### config.mk
export PLATFORM = sky130hd
export DESIGN_NAME = lmi_queue
export DESIGN_NICKNAME = d
export VERILOG_FILES = /design/src/hw/rtl/lmi_pkg.sv /design/src/hw/rtl/lmi_queue.sv
export SDC_FILE = /design/constraint.sdc
export NUM_CORES = 1
export LEC_CHECK = 0
export ABC_AREA = 1
export BUFFER_PORTS_ARGS = -buffer_cell sky130_fd_sc_hd__buf_4
export CAP_MARGIN = 30
export CORE_ASPECT_RATIO = 1.75
export CORE_MARGIN = 2
export CORE_UTILIZATION = 29
export CTS_CLUSTER_SIZE = 40
export DETAILED_ROUTE_END_ITERATION = 8
export GPL_TIMING_DRIVEN = 1
export PLACE_DENSITY = 0.6
export SLEW_MARGIN = 20
export SYNTH_ARGS = -nofsm -noshare
export SYNTH_HDL_FRONTEND = slang
export SYNTH_SLANG_ARGS = --single-unit
export TNS_END_PERCENT = 1
### constraint.sdc
create_clock -name clk -period 24.1 [get_ports clk]
set_clock_uncertainty 0.15 [all_clocks]
set_input_delay 2.41 -clock clk [delete_from_list [all_inputs] [get_ports clk]]
set_output_delay 2.41 -clock clk [all_outputs]
set_load 0.05 [all_outputs]
### src/hw/rtl/lmi_pkg.sv
`timescale 1ns / 1ps

package lmi_pkg;

  // coordinate, difference, cross-product, dot-product and datapath widths
  localparam int CW = 32;
  localparam int DW = CW + 1;
  localparam int NW = 68;
  localparam int SW = 104;
  localparam int WB = 144;

  // point quotient: magnitude limit 2^QBITS, signed result QW bits
  localparam int QBITS = 37;
  localparam int QW = QBITS + 2;
  localparam int SUMW = QW + 1;

  // shift-add multiplier walks a DW-bit signed multiplier
  localparam int MUL_STEPS = DW;
  localparam int BCW = 6;

  localparam int UCODE_LEN = 30;
  localparam int UPCW = 5;

  localparam int QUEUE_DEPTH = 2;

  localparam int CFG_IDX_W = 3;

  typedef enum logic [CFG_IDX_W-1:0] {
    REG_ORIGIN_X = 3'd0,
    REG_ORIGIN_Y = 3'd1,
    REG_ORIGIN_Z = 3'd2,
    REG_DIR_X    = 3'd3,
    REG_DIR_Y    = 3'd4,
    REG_DIR_Z    = 3'd5,
    REG_VERTICAL = 3'd6
  } cfg_reg_e;

  typedef struct packed {
    logic signed [CW-1:0] origin_x;
    logic signed [CW-1:0] origin_y;
    logic signed [CW-1:0] origin_z;
    logic signed [CW-1:0] dir_x;
    logic signed [CW-1:0] dir_y;
    logic signed [CW-1:0] dir_z;
    logic                 vertical_mode;
  } cfg_t;

  typedef struct packed {
    logic signed [CW-1:0] a_x;
    logic signed [CW-1:0] a_y;
    logic signed [CW-1:0] a_z;
    logic signed [CW-1:0] b_x;
    logic signed [CW-1:0] b_y;
    logic signed [CW-1:0] b_z;
    logic signed [CW-1:0] c_x;
    logic signed [CW-1:0] c_y;
    logic signed [CW-1:0] c_z;
    logic                 last_face;
  } item_t;

  typedef struct packed {
    logic signed [CW-1:0] hit_x;
    logic signed [CW-1:0] hit_y;
    logic signed [CW-1:0] hit_z;
    logic                 is_hit;
    logic                 mesh_done;
  } result_t;

  // classified face: edge vectors u, v and origin offset w
  typedef struct packed {
    logic [2:0][DW-1:0] u;
    logic [2:0][DW-1:0] v;
    logic [2:0][DW-1:0] w;
    logic               skip;
    logic               last_face;
  } face_t;

  typedef struct packed {
    logic full;
    logic empty;
  } q_status_t;

  typedef enum logic [3:0] {
    M_U0, M_U1, M_U2, M_V0, M_V1, M_V2, M_W0, M_W1, M_W2,
    M_N0, M_N1, M_N2, M_X0, M_X1, M_X2
  } msrc_e;

  typedef enum logic [3:0] {
    Q_U0, Q_U1, Q_U2, Q_V0, Q_V1, Q_V2, Q_W0, Q_W1, Q_W2,
    Q_D0, Q_D1, Q_D2
  } qsrc_e;

  typedef enum logic [3:0] {
    DST_NONE, DST_N0, DST_N1, DST_N2, DST_X0, DST_X1, DST_X2,
    DST_B, DST_NA, DST_S, DST_T
  } dst_e;

  typedef struct packed {
    msrc_e m;
    qsrc_e q;
    logic  sub;
    logic  clr;
    dst_e  dst;
  } uop_t;

  function automatic uop_t mk(msrc_e m, qsrc_e q, logic sub, logic clr, dst_e dst);
    uop_t r;
    r.m = m;
    r.q = q;
    r.sub = sub;
    r.clr = clr;
    r.dst = dst;
    return r;
  endfunction

  // n = u x v, b = n.d, na = n.w, x = v x d, s = w.x, x = w x d, t = u.x
  function automatic uop_t ucode(logic [UPCW-1:0] pc);
    uop_t r;
    unique case (pc)
      5'd0:  r = mk(M_U1, Q_V2, 1'b0, 1'b1, DST_NONE);
      5'd1:  r = mk(M_U2, Q_V1, 1'b1, 1'b0, DST_N0);
      5'd2:  r = mk(M_U2, Q_V0, 1'b0, 1'b1, DST_NONE);
      5'd3:  r = mk(M_U0, Q_V2, 1'b1, 1'b0, DST_N1);
      5'd4:  r = mk(M_U0, Q_V1, 1'b0, 1'b1, DST_NONE);
      5'd5:  r = mk(M_U1, Q_V0, 1'b1, 1'b0, DST_N2);
      5'd6:  r = mk(M_N0, Q_D0, 1'b0, 1'b1, DST_NONE);
      5'd7:  r = mk(M_N1, Q_D1, 1'b0, 1'b0, DST_NONE);
      5'd8:  r = mk(M_N2, Q_D2, 1'b0, 1'b0, DST_B);
      5'd9:  r = mk(M_N0, Q_W0, 1'b0, 1'b1, DST_NONE);
      5'd10: r = mk(M_N1, Q_W1, 1'b0, 1'b0, DST_NONE);
      5'd11: r = mk(M_N2, Q_W2, 1'b0, 1'b0, DST_NA);
      5'd12: r = mk(M_V1, Q_D2, 1'b0, 1'b1, DST_NONE);
      5'd13: r = mk(M_V2, Q_D1, 1'b1, 1'b0, DST_X0);
      5'd14: r = mk(M_V2, Q_D0, 1'b0, 1'b1, DST_NONE);
      5'd15: r = mk(M_V0, Q_D2, 1'b1, 1'b0, DST_X1);
      5'd16: r = mk(M_V0, Q_D1, 1'b0, 1'b1, DST_NONE);
      5'd17: r = mk(M_V1, Q_D0, 1'b1, 1'b0, DST_X2);
      5'd18: r = mk(M_X0, Q_W0, 1'b0, 1'b1, DST_NONE);
      5'd19: r = mk(M_X1, Q_W1, 1'b0, 1'b0, DST_NONE);
      5'd20: r = mk(M_X2, Q_W2, 1'b0, 1'b0, DST_S);
      5'd21: r = mk(M_W1, Q_D2, 1'b0, 1'b1, DST_NONE);
      5'd22: r = mk(M_W2, Q_D1, 1'b1, 1'b0, DST_X0);
      5'd23: r = mk(M_W2, Q_D0, 1'b0, 1'b1, DST_NONE);
      5'd24: r = mk(M_W0, Q_D2, 1'b1, 1'b0, DST_X1);
      5'd25: r = mk(M_W0, Q_D1, 1'b0, 1'b1, DST_NONE);
      5'd26: r = mk(M_W1, Q_D0, 1'b1, 1'b0, DST_X2);
      5'd27: r = mk(M_X0, Q_U0, 1'b0, 1'b1, DST_NONE);
      5'd28: r = mk(M_X1, Q_U1, 1'b0, 1'b0, DST_NONE);
      5'd29: r = mk(M_X2, Q_U2, 1'b0, 1'b0, DST_T);
      default: r = mk(M_U0, Q_U0, 1'b0, 1'b0, DST_NONE);
    endcase
    return r;
  endfunction

endpackage

### src/hw/rtl/lmi_queue.sv
`timescale 1ns / 1ps

module lmi_queue #(
  parameter int DEPTH = lmi_pkg::QUEUE_DEPTH
) (
  input  logic               clk,
  input  logic               rst,
  input  logic               push,
  input  lmi_pkg::face_t     wr_data,
  input  logic               pop,
  output lmi_pkg::face_t     rd_data,
  output lmi_pkg::q_status_t status
);

  localparam int PW = (DEPTH > 1) ? $clog2(DEPTH) : 1;
  localparam int CNTW = $clog2(DEPTH + 1);

  lmi_pkg::face_t mem [DEPTH];
  logic [PW-1:0] wr_ptr, rd_ptr;
  logic [CNTW-1:0] count;

  function automatic logic [PW-1:0] bump(logic [PW-1:0] p);
    return (p == PW'(DEPTH - 1)) ? '0 : p + PW'(1);
  endfunction

  always_ff @(posedge clk) begin
    if (push) begin
      mem[wr_ptr] <= wr_data;
    end
  end

  always_ff @(posedge clk) begin
    if (rst) begin
      wr_ptr <= '0;
      rd_ptr <= '0;
      count <= '0;
    end else begin
      if (push) begin
        wr_ptr <= bump(wr_ptr);
      end
      if (pop) begin
        rd_ptr <= bump(rd_ptr);
      end
      if (push && !pop) begin
        count <= count + CNTW'(1);
      end else if (pop && !push) begin
        count <= count - CNTW'(1);
      end
    end
  end

  assign rd_data = mem[rd_ptr];
  assign status.full = (count == CNTW'(DEPTH));
  assign status.empty = (count == '0);

endmodule

# Word level (Yosys, flattened, before mapping)
# Memory sizes are Yosys's and may differ from the RTL's. A register that Yosys moved wholly into a read port is not among the register bits.
# Index checks and enable logic that the tools add are counted.
# totals
mem_count	1
ramBits	598
elab_cells	23
input_bits	303
out_inout_bits	301
register_bits	4
# memory_table
name	words	word_bits	rd	rd_clocked_by_memory_dff	write_ports	line	text
mem	2	299	1	1	1	lmi_queue.sv:18	lmi_pkg::face_t mem [DEPTH];
# op_classes
n_eq_ne	1
n_addsub	4
n_reduce_logical	6
mux	8
# ops
op	count
1-bit two-way mux	6
2-bit two-way mux	2
1-bit adder (second input constant)	2
2-bit by 1-bit adder with 2-bit output (second input constant)	1
2-bit == test (second input constant)	1
1-bit logical AND	2
1-bit zero test	2
2-bit zero test	1
2-bit nonzero test	1
2-bit by 1-bit subtractor with 2-bit output (second input constant)	1

# Logic depth before layout (Yosys ltp)
# logic_depth
depth_word	4
mapped_depth	8
ltp_nobuf	8

# Worst setup path after synthesis
# OpenSTA, ideal clock, no wires.
# synth_path
kind	input -> register
from	input push
to	memory mem[0][0] in the netlist's numbering (enable)
slack_ns	8.039
path_buffers	0
t_arrival_ns	14.937
required_time_ns	22.976
path_stages	2
setup_ns	0.974
path_cell_list	inv_1 > nor2_1
# synth_via
elab_chain_cells	2
# synth_lines
item	line	text
from (decl)	lmi_queue.sv:8	input logic push,
1-bit two-way mux	lmi_queue.sv:27	if (push) begin
1-bit two-way mux (implied by the code)	lmi_queue.sv:28	mem[wr_ptr] <= wr_data;
to (decl)	lmi_queue.sv:18	
# No other way between the ends.

==> metrics.txt <==
mux contribution to synthesized area 18.2%; largest net degree at the start of global routing between 100 and 150; CTS resizes 0; Die Ht 373 um; main area contributors after synthesis edfxtp_1, mux2_4, mux2_2, buf_6, dfxtp_1; clock-pin slew of the registers on the worst-case setup and hold paths 0.07 ns; DRT Wirelength between 50000 and 60000 um; final setup vio count 0; Max Cap Viol 0; top cell type's share of synthesized area 79.4%; Synth Area in Adders less than 1%; synth unique cells 17; CTS H-Tree Depth 2; yosys warns 0; Syn Area/Cell ~23 sq um; Num CTS Buffers 54; FF+latch count, synth 603; synthesized area 22600 sq um; synthesized netlist net count 1267; Least-Margin Pin Slew roughly 1.2 ns; Arrival @ worst endpoint between 3 and 4 ns; Setup CP Type reg2out; status complete, no violations; GPL Wtd Cong 0.780; Hold Violations, Final 0; global-route wire length before repair 76300 um; clk sinks 603; CTS Hold Bufs 0; largest area contributor in the netlist edfxtp_1; initial antenna violation count 4; fin crit share 25.1%; Residual DRC 0; drt pass-1 iters 4; largest family of logic cells by synthesized area multiplexers; crit path time final 6.04 ns; Chip Width 215 um; clk buf depth 3; clock root cell clkbuf_16; Seq/Total Area, Yosys between 70% and 80%; multi-input logic area ~4200 sq um; DR vias 11200; core area 77400 sq um; Leakage ~11 nW; CTS tree yes; global route total overflow 0; num rows 135; drt wl/cell 19.6 um; Slew HR around a fifth; simple-gate share of the synthesized area 0.271%; Required @ worst endpoint roughly 22 ns; Net count, final 1908; Total GRT Usage 12.6%; setup tns final 0 ns; fillers approximately 7100; Max Fclk 165 MHz; share of layout cells above drive strength 1 60.7%; Hold WC Path Type reg2reg; Compound-Gate Fraction of Synth Area 0.0443%; Peak VDD IR between 0.07 and 0.08 mV; Skew-Pair Late Insertion Delay 0.60 ns; vias per cell roughly 4.2; Slew Viols, Final 0; PD cells 84.9 nW/um^2; critical path endpoint category output pin; Critical Path Start Type flop; xor and xnor area share after synthesis 0.0387%; Sequential Area about 18000 sq um; post-route ant nets 0; vias in the first global route 12200; Finished Layout Cells between 2000 and 3000; Layout area overhead 33.1%; HPWL Detailed 37800 um; RSZ-0062 raised after global routing false; Die Area 80300 sq um; DP Cell Count 2574; commonest non-fill, non-tap cell in the layout buf_4; port buffer count 603; Syn Inst Count 963; Setup Fix Bufs, Post-CTS 0; commonest cells after routing, fill and taps aside buf_4, edfxtp_1, mux2_4; Starting Density 29.2%; 1st-iter DRT viols 553; CP Max Fanout 54; num ports 604
worst max-delay path: stages, from the launching register on:
cell and delay [ns]:
dfxtp_4 0.63, buf_16 0.32, buf_4 0.46, buf_4 0.79, mux2_2 0.41, buf_4 0.19
final cells by class:
class | instances | area share (%)
diodes | 3 | 0.0249
flip-flops and latches | 603 | 60.0
inverters | 9 | 0.137
clock buffers | 65 | 4.84
multi-input cells | 318 | 14.0
clock inverters | 32 | 0.944
well taps | 1027 | 4.27
repair buffers | 618 | 15.7
path summary, 6_finish.rpt:
| kind | from | end | slack, ns | depth (start not counted) |
|---|---|---|---|---|
| min | rd_ptr | flop | 0.38 | 2 |
| max reg2reg | wr_ptr | mem[1][251] | 20.70 | 4 |
| min reg2reg | rd_ptr | flop | 0.38 | 2 |
| max | flop | rd_data[9] | 18.06 | 5 |
where the power goes:
part           switching (mW)  internal [mW]
clock network           0.366          0.482
registers              0.0151           1.22
logic                   0.300          0.176
total                   0.681           1.87
per-layer routing:
metal | up-vias | GRT usage [%] | wire length [um]
li1 | 5106 | - | -
met1 | 5513 | 13.2 | 18600
met2 | 544 | 22.1 | 26500
met3 | 77 | 5.68 | 5890
met4 | 2 | 4.59 | 1530
met5 | - | 0 | 12
cells in the mapped netlist:
master and count:
ha_1 1, xnor2_1 1, dfxtp_1 5, mux2_2 99
nor2_1 7, o21ai_0 1, nand3_1 1, edfxtp_1 598
a21oi_1 1, nand2_1 5, mux2_4 200, nor3_1 1
buf_6 22, inv_1 9, buf_2 9, nand4_1 1
buf_4 2
logic make-up after synthesis:
| group | count (synthesis) |
|---|---|
| XOR/XNOR | 1 |
| AND/OR/NAND/NOR | 15 |
| buffers and inverters | 42 |
| adder cells (fa/ha/maj) | 1 |
| AO/OA/AOI/OAI | 2 |
| flip-flops | 603 |
| multiplexers | 299 |
stage by stage:
stage | setup WS (ns) | utilization [%] | hold slack (ns) | cell area (sq um) | power (mW)
after global placement | 18.01 | 36.5 | 0.354 | 28200 | 1.73
final | 18.06 | 38.9 | 0.384 | 30100 | 2.56
after CTS | 17.94 | 38.9 | 0.383 | 30100 | 2.59
after global routing | 17.83 | 38.9 | 0.417 | 30100 | 2.65
after floorplan | 8.04 | - | 0.330 | 22600 | 1.60
after detailed placement | 18.48 | 36.6 | 0.363 | 28300 | 1.74
flip-flops by register name (all words and copies together), names as in the netlist, named ones only:
name and cells:
mem 598, wr_ptr 1, count 2, rd_ptr 1
Power figures use the tool's default switching activity.
