`src/hw/rtl/lmi_pkg.sv`:
```
`timescale 1ns / 1ps

package lmi_pkg;

  // coordinate, difference, cross-product, dot-product and datapath widths
  localparam int CW = 32;
  localparam int DW = CW + 1;
  localparam int NW = 68;
  localparam int SW = 104;
  localparam int WB = 144;

  // point quotient: magnitude limit 2^QBITS, signed result QW bits
  localparam int QBITS = 37;
  localparam int QW = QBITS + 2;
  localparam int SUMW = QW + 1;

  // shift-add multiplier walks a DW-bit signed multiplier
  localparam int MUL_STEPS = DW;
  localparam int BCW = 6;

  localparam int UCODE_LEN = 30;
  localparam int UPCW = 5;

  localparam int QUEUE_DEPTH = 2;

  localparam int CFG_IDX_W = 3;

  typedef enum logic [CFG_IDX_W-1:0] {
    REG_ORIGIN_X = 3'd0,
    REG_ORIGIN_Y = 3'd1,
    REG_ORIGIN_Z = 3'd2,
    REG_DIR_X    = 3'd3,
    REG_DIR_Y    = 3'd4,
    REG_DIR_Z    = 3'd5,
    REG_VERTICAL = 3'd6
  } cfg_reg_e;

  typedef struct packed {
    logic signed [CW-1:0] origin_x;
    logic signed [CW-1:0] origin_y;
    logic signed [CW-1:0] origin_z;
    logic signed [CW-1:0] dir_x;
    logic signed [CW-1:0] dir_y;
    logic signed [CW-1:0] dir_z;
    logic                 vertical_mode;
  } cfg_t;

  typedef struct packed {
    logic signed [CW-1:0] a_x;
    logic signed [CW-1:0] a_y;
    logic signed [CW-1:0] a_z;
    logic signed [CW-1:0] b_x;
    logic signed [CW-1:0] b_y;
    logic signed [CW-1:0] b_z;
    logic signed [CW-1:0] c_x;
    logic signed [CW-1:0] c_y;
    logic signed [CW-1:0] c_z;
    logic                 last_face;
  } item_t;

  typedef struct packed {
    logic signed [CW-1:0] hit_x;
    logic signed [CW-1:0] hit_y;
    logic signed [CW-1:0] hit_z;
    logic                 is_hit;
    logic                 mesh_done;
  } result_t;

  // classified face: edge vectors u, v and origin offset w
  typedef struct packed {
    logic [2:0][DW-1:0] u;
    logic [2:0][DW-1:0] v;
    logic [2:0][DW-1:0] w;
    logic               skip;
    logic               last_face;
  } face_t;

  typedef struct packed {
    logic full;
    logic empty;
  } q_status_t;

  typedef enum logic [3:0] {
    M_U0, M_U1, M_U2, M_V0, M_V1, M_V2, M_W0, M_W1, M_W2,
    M_N0, M_N1, M_N2, M_X0, M_X1, M_X2
  } msrc_e;

  typedef enum logic [3:0] {
    Q_U0, Q_U1, Q_U2, Q_V0, Q_V1, Q_V2, Q_W0, Q_W1, Q_W2,
    Q_D0, Q_D1, Q_D2
  } qsrc_e;

  typedef enum logic [3:0] {
    DST_NONE, DST_N0, DST_N1, DST_N2, DST_X0, DST_X1, DST_X2,
    DST_B, DST_NA, DST_S, DST_T
  } dst_e;

  typedef struct packed {
    msrc_e m;
    qsrc_e q;
    logic  sub;
    logic  clr;
    dst_e  dst;
  } uop_t;

  function automatic uop_t mk(msrc_e m, qsrc_e q, logic sub, logic clr, dst_e dst);
    uop_t r;
    r.m = m;
    r.q = q;
    r.sub = sub;
    r.clr = clr;
    r.dst = dst;
    return r;
  endfunction

  // n = u x v, b = n.d, na = n.w, x = v x d, s = w.x, x = w x d, t = u.x
  function automatic uop_t ucode(logic [UPCW-1:0] pc);
    uop_t r;
    unique case (pc)
      5'd0:  r = mk(M_U1, Q_V2, 1'b0, 1'b1, DST_NONE);
      5'd1:  r = mk(M_U2, Q_V1, 1'b1, 1'b0, DST_N0);
      5'd2:  r = mk(M_U2, Q_V0, 1'b0, 1'b1, DST_NONE);
      5'd3:  r = mk(M_U0, Q_V2, 1'b1, 1'b0, DST_N1);
      5'd4:  r = mk(M_U0, Q_V1, 1'b0, 1'b1, DST_NONE);
      5'd5:  r = mk(M_U1, Q_V0, 1'b1, 1'b0, DST_N2);
      5'd6:  r = mk(M_N0, Q_D0, 1'b0, 1'b1, DST_NONE);
      5'd7:  r = mk(M_N1, Q_D1, 1'b0, 1'b0, DST_NONE);
      5'd8:  r = mk(M_N2, Q_D2, 1'b0, 1'b0, DST_B);
      5'd9:  r = mk(M_N0, Q_W0, 1'b0, 1'b1, DST_NONE);
      5'd10: r = mk(M_N1, Q_W1, 1'b0, 1'b0, DST_NONE);
      5'd11: r = mk(M_N2, Q_W2, 1'b0, 1'b0, DST_NA);
      5'd12: r = mk(M_V1, Q_D2, 1'b0, 1'b1, DST_NONE);
      5'd13: r = mk(M_V2, Q_D1, 1'b1, 1'b0, DST_X0);
      5'd14: r = mk(M_V2, Q_D0, 1'b0, 1'b1, DST_NONE);
      5'd15: r = mk(M_V0, Q_D2, 1'b1, 1'b0, DST_X1);
      5'd16: r = mk(M_V0, Q_D1, 1'b0, 1'b1, DST_NONE);
      5'd17: r = mk(M_V1, Q_D0, 1'b1, 1'b0, DST_X2);
      5'd18: r = mk(M_X0, Q_W0, 1'b0, 1'b1, DST_NONE);
      5'd19: r = mk(M_X1, Q_W1, 1'b0, 1'b0, DST_NONE);
      5'd20: r = mk(M_X2, Q_W2, 1'b0, 1'b0, DST_S);
      5'd21: r = mk(M_W1, Q_D2, 1'b0, 1'b1, DST_NONE);
      5'd22: r = mk(M_W2, Q_D1, 1'b1, 1'b0, DST_X0);
      5'd23: r = mk(M_W2, Q_D0, 1'b0, 1'b1, DST_NONE);
      5'd24: r = mk(M_W0, Q_D2, 1'b1, 1'b0, DST_X1);
      5'd25: r = mk(M_W0, Q_D1, 1'b0, 1'b1, DST_NONE);
      5'd26: r = mk(M_W1, Q_D0, 1'b1, 1'b0, DST_X2);
      5'd27: r = mk(M_X0, Q_U0, 1'b0, 1'b1, DST_NONE);
      5'd28: r = mk(M_X1, Q_U1, 1'b0, 1'b0, DST_NONE);
      5'd29: r = mk(M_X2, Q_U2, 1'b0, 1'b0, DST_T);
      default: r = mk(M_U0, Q_U0, 1'b0, 1'b0, DST_NONE);
    endcase
    return r;
  endfunction

endpackage

```
`src/hw/rtl/lmi_front.sv`:
```
`timescale 1ns / 1ps

module lmi_front (
  input  lmi_pkg::item_t item,
  input  lmi_pkg::cfg_t  cfg,
  output lmi_pkg::face_t face
);

  logic signed [lmi_pkg::CW-1:0] min_x, max_x, min_y, max_y;
  logic out_x, out_y;

  function automatic logic signed [lmi_pkg::DW-1:0] diff(
    logic signed [lmi_pkg::CW-1:0] p, logic signed [lmi_pkg::CW-1:0] q);
    return lmi_pkg::DW'(p) - lmi_pkg::DW'(q);
  endfunction

  always_comb begin
    min_x = (item.a_x < item.b_x) ? item.a_x : item.b_x;
    min_x = (item.c_x < min_x) ? item.c_x : min_x;
    max_x = (item.a_x > item.b_x) ? item.a_x : item.b_x;
    max_x = (item.c_x > max_x) ? item.c_x : max_x;
    min_y = (item.a_y < item.b_y) ? item.a_y : item.b_y;
    min_y = (item.c_y < min_y) ? item.c_y : min_y;
    max_y = (item.a_y > item.b_y) ? item.a_y : item.b_y;
    max_y = (item.c_y > max_y) ? item.c_y : max_y;
    out_x = (cfg.origin_x < min_x) || (cfg.origin_x > max_x);
    out_y = (cfg.origin_y < min_y) || (cfg.origin_y > max_y);

    face.u[0] = diff(item.b_x, item.a_x);
    face.u[1] = diff(item.b_y, item.a_y);
    face.u[2] = diff(item.b_z, item.a_z);
    face.v[0] = diff(item.c_x, item.a_x);
    face.v[1] = diff(item.c_y, item.a_y);
    face.v[2] = diff(item.c_z, item.a_z);
    face.w[0] = diff(cfg.origin_x, item.a_x);
    face.w[1] = diff(cfg.origin_y, item.a_y);
    face.w[2] = diff(cfg.origin_z, item.a_z);
    face.skip = cfg.vertical_mode & (out_x | out_y);
    face.last_face = item.last_face;
  end

endmodule

```
`config.mk`:
```
export PLATFORM = sky130hd
export DESIGN_NAME = lmi_front
export DESIGN_NICKNAME = d
export VERILOG_FILES = /design/src/hw/rtl/lmi_pkg.sv /design/src/hw/rtl/lmi_front.sv
export SDC_FILE = /design/constraint.sdc
export NUM_CORES = 1
export LEC_CHECK = 0
export ABC_AREA = 1
export BUFFER_PORTS_ARGS = -buffer_cell sky130_fd_sc_hd__buf_4
export CAP_MARGIN = 20
export CORE_ASPECT_RATIO = 1.5
export CORE_MARGIN = 10
export CORE_UTILIZATION = 25
export DETAILED_ROUTE_END_ITERATION = 8
export GPL_TIMING_DRIVEN = 0
export PLACE_DENSITY = 0.47
export SLEW_MARGIN = 20
export SYNTH_ARGS = -nofsm -noshare
export SYNTH_HDL_FRONTEND = slang
export SYNTH_SLANG_ARGS = --single-unit
```
`constraint.sdc`:
```
create_clock -name vclk -period 8.1
set_input_delay 0.81 -clock vclk [all_inputs]
set_output_delay 0.81 -clock vclk [all_outputs]
set_load 0.01 [all_outputs]
```
# After elaboration in Yosys (flattened, before gate mapping)
# Index checks and enable logic that the tools add are counted.
[word_totals]
elab_cells = 33
inputBits = 482
output_inout_bits = 299
regBits = 0
[classes]
n_lt_le_gt_ge = 12
bitwise_logic = 2
reduce_logical = 2
add_sub_neg = 9
mux = 8
[op_table]
columns = ["operator", "n"]
rows = [
  ["$sub A32 B32 Y33", 9],
  ["$mux W32", 8],
  ["$gt A32 B32 Y1", 6],
  ["$lt A32 B32 Y1", 6],
  ["$logic_or A1 B1 Y1", 2],
  ["$and A1 B1 Y1", 1],
  ["$or A1 B1 Y1", 1],
]

# Depth between registers and ports, before layout
[depth]
ltp_word = 8
mapped_depth = 48
ltp_nobuf = 46

# Worst setup path after synthesis
# OpenSTA, ideal clock, no wires.
[synth_timing]
path_type = "input -> output"
start = "in item[262] (netlist bit)"
end = "out face[1] (netlist bit)"
required_ns = 7.290
setup_slack_ns = 1.125
stages = 46
path_buffers = 3
arrival_ns = 6.165
path_cell_list = "inv_1 > ha_1 > nand2_1 > nor2_1 > nand3_1 > nand3_2 > nand2_2 > nand2_2 > nand2_2 > nand2_1 > nand2_2 > nand2_1 > clkbuf_1 > clkbuf_1 > nand2_1 > o21ai_0 > ha_1 > inv_1 > [10 not listed] > inv_1 > or2_2 > nand3_1 > clkbuf_1 > nand2_1 > o21ai_0 > ha_1 > a21oi_1 > or2_2 > a21oi_1 > a2111oi_0 > o21ai_0 > nand2_1 > nand3_1 > xnor2_1 > a22o_1 > nor2_2 > a21oi_2"
[synth_rtl]
columns = ["element", "line_no", "source"]
rows = [
  ["start: declaration", "lmi_front.sv:4", "input lmi_pkg::item_t item,"],
  ["end: declaration", "lmi_front.sv:6", "output lmi_pkg::face_t face"],
]

==> summary.txt <==
Pwr
  – Leak pwr: 14.94 nW
  – Worst VDD drop: 0.00005002 V
  – Cell Pwr Density: approximately 130 nW/um2

Layout
  – CLK BUF: 0
  – Flip-flop and latch count: 0
  – NumNets Final: 5,052
  – Register Area: 0 um2
  – Post-route insts no fill: 5,083
  – Share of layout cells above drive strength 1: 26.49%
  – Area of the multi-input gates: 20,200 um2
  – # fillers: 9,214
  – Area Growth Syn to Fin: 40.67%
  – Final design utilization: 35.38%
  – Post-route cell area: between 20,000 and 30,000 um2

Global route
  – Vias in the first global route: 26.15k
  – First-pass GRT wire length: 159.8 mm
  – Pin count of the biggest net entering global routing: 11
  – Gr ovfl total: 0
  – Initial antenna violation count: 35
  – Global Route Usage Sum: 22.13%

Timing
  – Setup violations, final: 0
  – Max-Slew Margin vs Limit: 48.91%
  – Fin. max-slew vios: 0
  – Fmax: 128.4 MHz
  – Setup ws final: 0.3126 ns
  – Post-route clock period utilization: 96.14%
  – Worst Tran Pin Value: 0.7609 ns
  – Final Hold Vio Count: 0
  – Min Tclk post-route: 7.787 ns

Setup path
  – Critical Path End Type: output pin
  – Setup Crit Path Kind: primary input to output pin
  – Worst path depth: 37
  – Worst setup endpoint: face[1]
  – Cell family with most CP delay: simple AND/OR/NAND/NOR gates
  – CP Buf/Inv Count: 8
  – Startpoint types: primary input
  – Worst Path Arrival: 6.98 ns
  – Worst path slowest cell: a21oi_1
  – Crit path max fanout: 10
  – Setup crit start: item[233]
  – Slowest Stage Delay on Critical Path: 0.32 ns
  – Critical Path Most Common Cell: nand2_2
  – Crit path required time: 7.29 ns

Routing
  – Routed vias: 25.41k
  – DR WL/cell: around 22 um
  – Max layer used: met5
  – Pre-antenna DRT Iters: 6
  – Vias per std cell: 4.998
  – Routed Wire Length: 112.5 mm
  – DRT antenna net count: 0
  – Initial DRC Count: 1,154
  – DRT met1 WL: just over 40 mm
  – DR WL met3: ~7.7 mm
  – Drt drc: 0
  – DR WL met2: 59.46 mm

Die
  – I/O pin total: roughly 800
  – Number of cell rows: between 100 and 150
  – Height of the die: 372.4 um
  – Initial core utilization: between 20% and 30%
  – Die Wd: 255.0 um
  – Die area: 94,950 um2
  – Core area: 82,320 um2

Placed design
  – IO Port Bufs: around 680
  – Cells after DPL: about 5k
  – Post-DP Area: approximately 27,000 um2
  – Placement Setup Slack: -1.984 ns
  – Final GP Congestion: 0.9280
  – Hpwl dp: 102.1 mm

Synth
  – Post-synthesis instance total: 3,268
  – Simple-Gate Fraction of Synth Area: 22.36%
  – Post-synthesis cell area: 20,700 um2
  – Synth unique cells: 51
  – Largest family of logic cells by synthesized area: adder cells
  – Mux cell area share after synthesis: 0%
  – Syn Nets: 4,301
  – Syn. warnings: 0
  – Synth Area in XOR/XNOR: 11.93%
  – Synth Area in Compound Gates: around a quarter
  – Syn avg cell area: 6.334 um2
  – Post-Synth Adder-Cell Area: 33.63%
  – Seq/Total Area, Yosys: 0%

Hold path
  – Hold Crit Class: primary input to output pin

Run
  – Maxcap violations: 0

Run status
  – Status: finished, final reports clean
## logic make-up (layout without fill, tap and decap cells)
family,Yosys count,in the layout
other cells,0,18
fa+ha+maj,551,551
buf+inv,411,1160
compound gates,905,905
xor+xnor,282,282
simple gates,1119,1119
## power by group
part,leakage [nW],switching (W),internal [W]
clock network,0.000114,0,0.000000000300
registers,0,0,0
logic,14.9,0.00229,0.00163
total,14.9,0.00229,0.00163
## what timing repair did
item	in CTS	in global routing
hold endpoints to repair	0	0
endpoints found under the setup margin	1	1
setup buffers	15	49
gates resized for setup	153	185
gates cloned	0	1
hold buffers	0	0
pin swaps	19	49
## layout make-up
| cell class | count | area share, % |
|---|---|---|
| Antenna cell | 18 | 0.1547 |
| Multi-Input combinational cell | 2857 | 69.35 |
| Buffer | 51 | 1.585 |
| Tap cell | 1048 | 4.503 |
| Inverter | 360 | 4.997 |
| Timing Repair Buffer | 749 | 19.41 |
## Yosys cell counts (31+ instances only)
cell type | n | area share, %
ha_1 | 542 | 33
nand3_1 | 100 | 2.4
xor2_1 | 186 | 7.9
o21ai_0 | 287 | 6.9
a21oi_1 | 421 | 10
clkbuf_1 | 50 | 0.91
nand2_1 | 737 | 13
a211oi_1 | 32 | 1.2
inv_1 | 341 | 6.2
nor2_1 | 178 | 3.2
nand4_1 | 36 | 1.1
xnor2_1 | 96 | 4.1
o21ai_1 | 31 | 0.75
## cell usage in the layout (no fill, tap or decap), types with 20 or more instances in the layout
cell / n
a211oi_1: 30
a21oi_1: 406
a21oi_2: 33
buf_4: 749
clkbuf_2: 23
clkinvlp_4: 27
ha_1: 496
ha_4: 42
inv_1: 309
inv_2: 23
nand2_1: 715
nand2_2: 27
nand3_1: 95
nand4_1: 36
nor2_1: 167
o21ai_0: 270
o21ai_1: 45
o31ai_1: 20
xnor2_1: 95
xor2_1: 186
## through the flow
step / power [W] / setup TNS, ns / hold WS [ns]
5_1_grt: 0.004338 / -0.02585 / 1.813
3_3_place_gp: 0.003628 / -2.051 / 1.801
4_1_cts: 0.003798 / 0 / 1.802
6_report: 0.003924 / 0 / 1.800
2_1_floorplan: 0.002078 / 0 / 1.705
3_5_place_dp: 0.003640 / -1.984 / 1.802
## worst min-delay path by stage
stage	from	end	slack, ns	depth (start not counted)
after floorplan	cfg[0]	face[1]	1.71	2
after global placement	item[0]	face[0]	1.80	2
after detailed placement	item[0]	face[0]	1.80	2
after CTS	item[0]	face[0]	1.80	2
after global routing	item[0]	face[0]	1.81	2
final	item[0]	face[0]	1.80	2
## routing by layer
metal | GRT usage, % | vias up
met5 | 0 | -
met4 | 7.316 | 34
met3 | 5.308 | 154
met2 | 43.18 | 747
met1 | 22.35 | 11630
li1 | - | 12840
(Power assumes the default switching activity.)
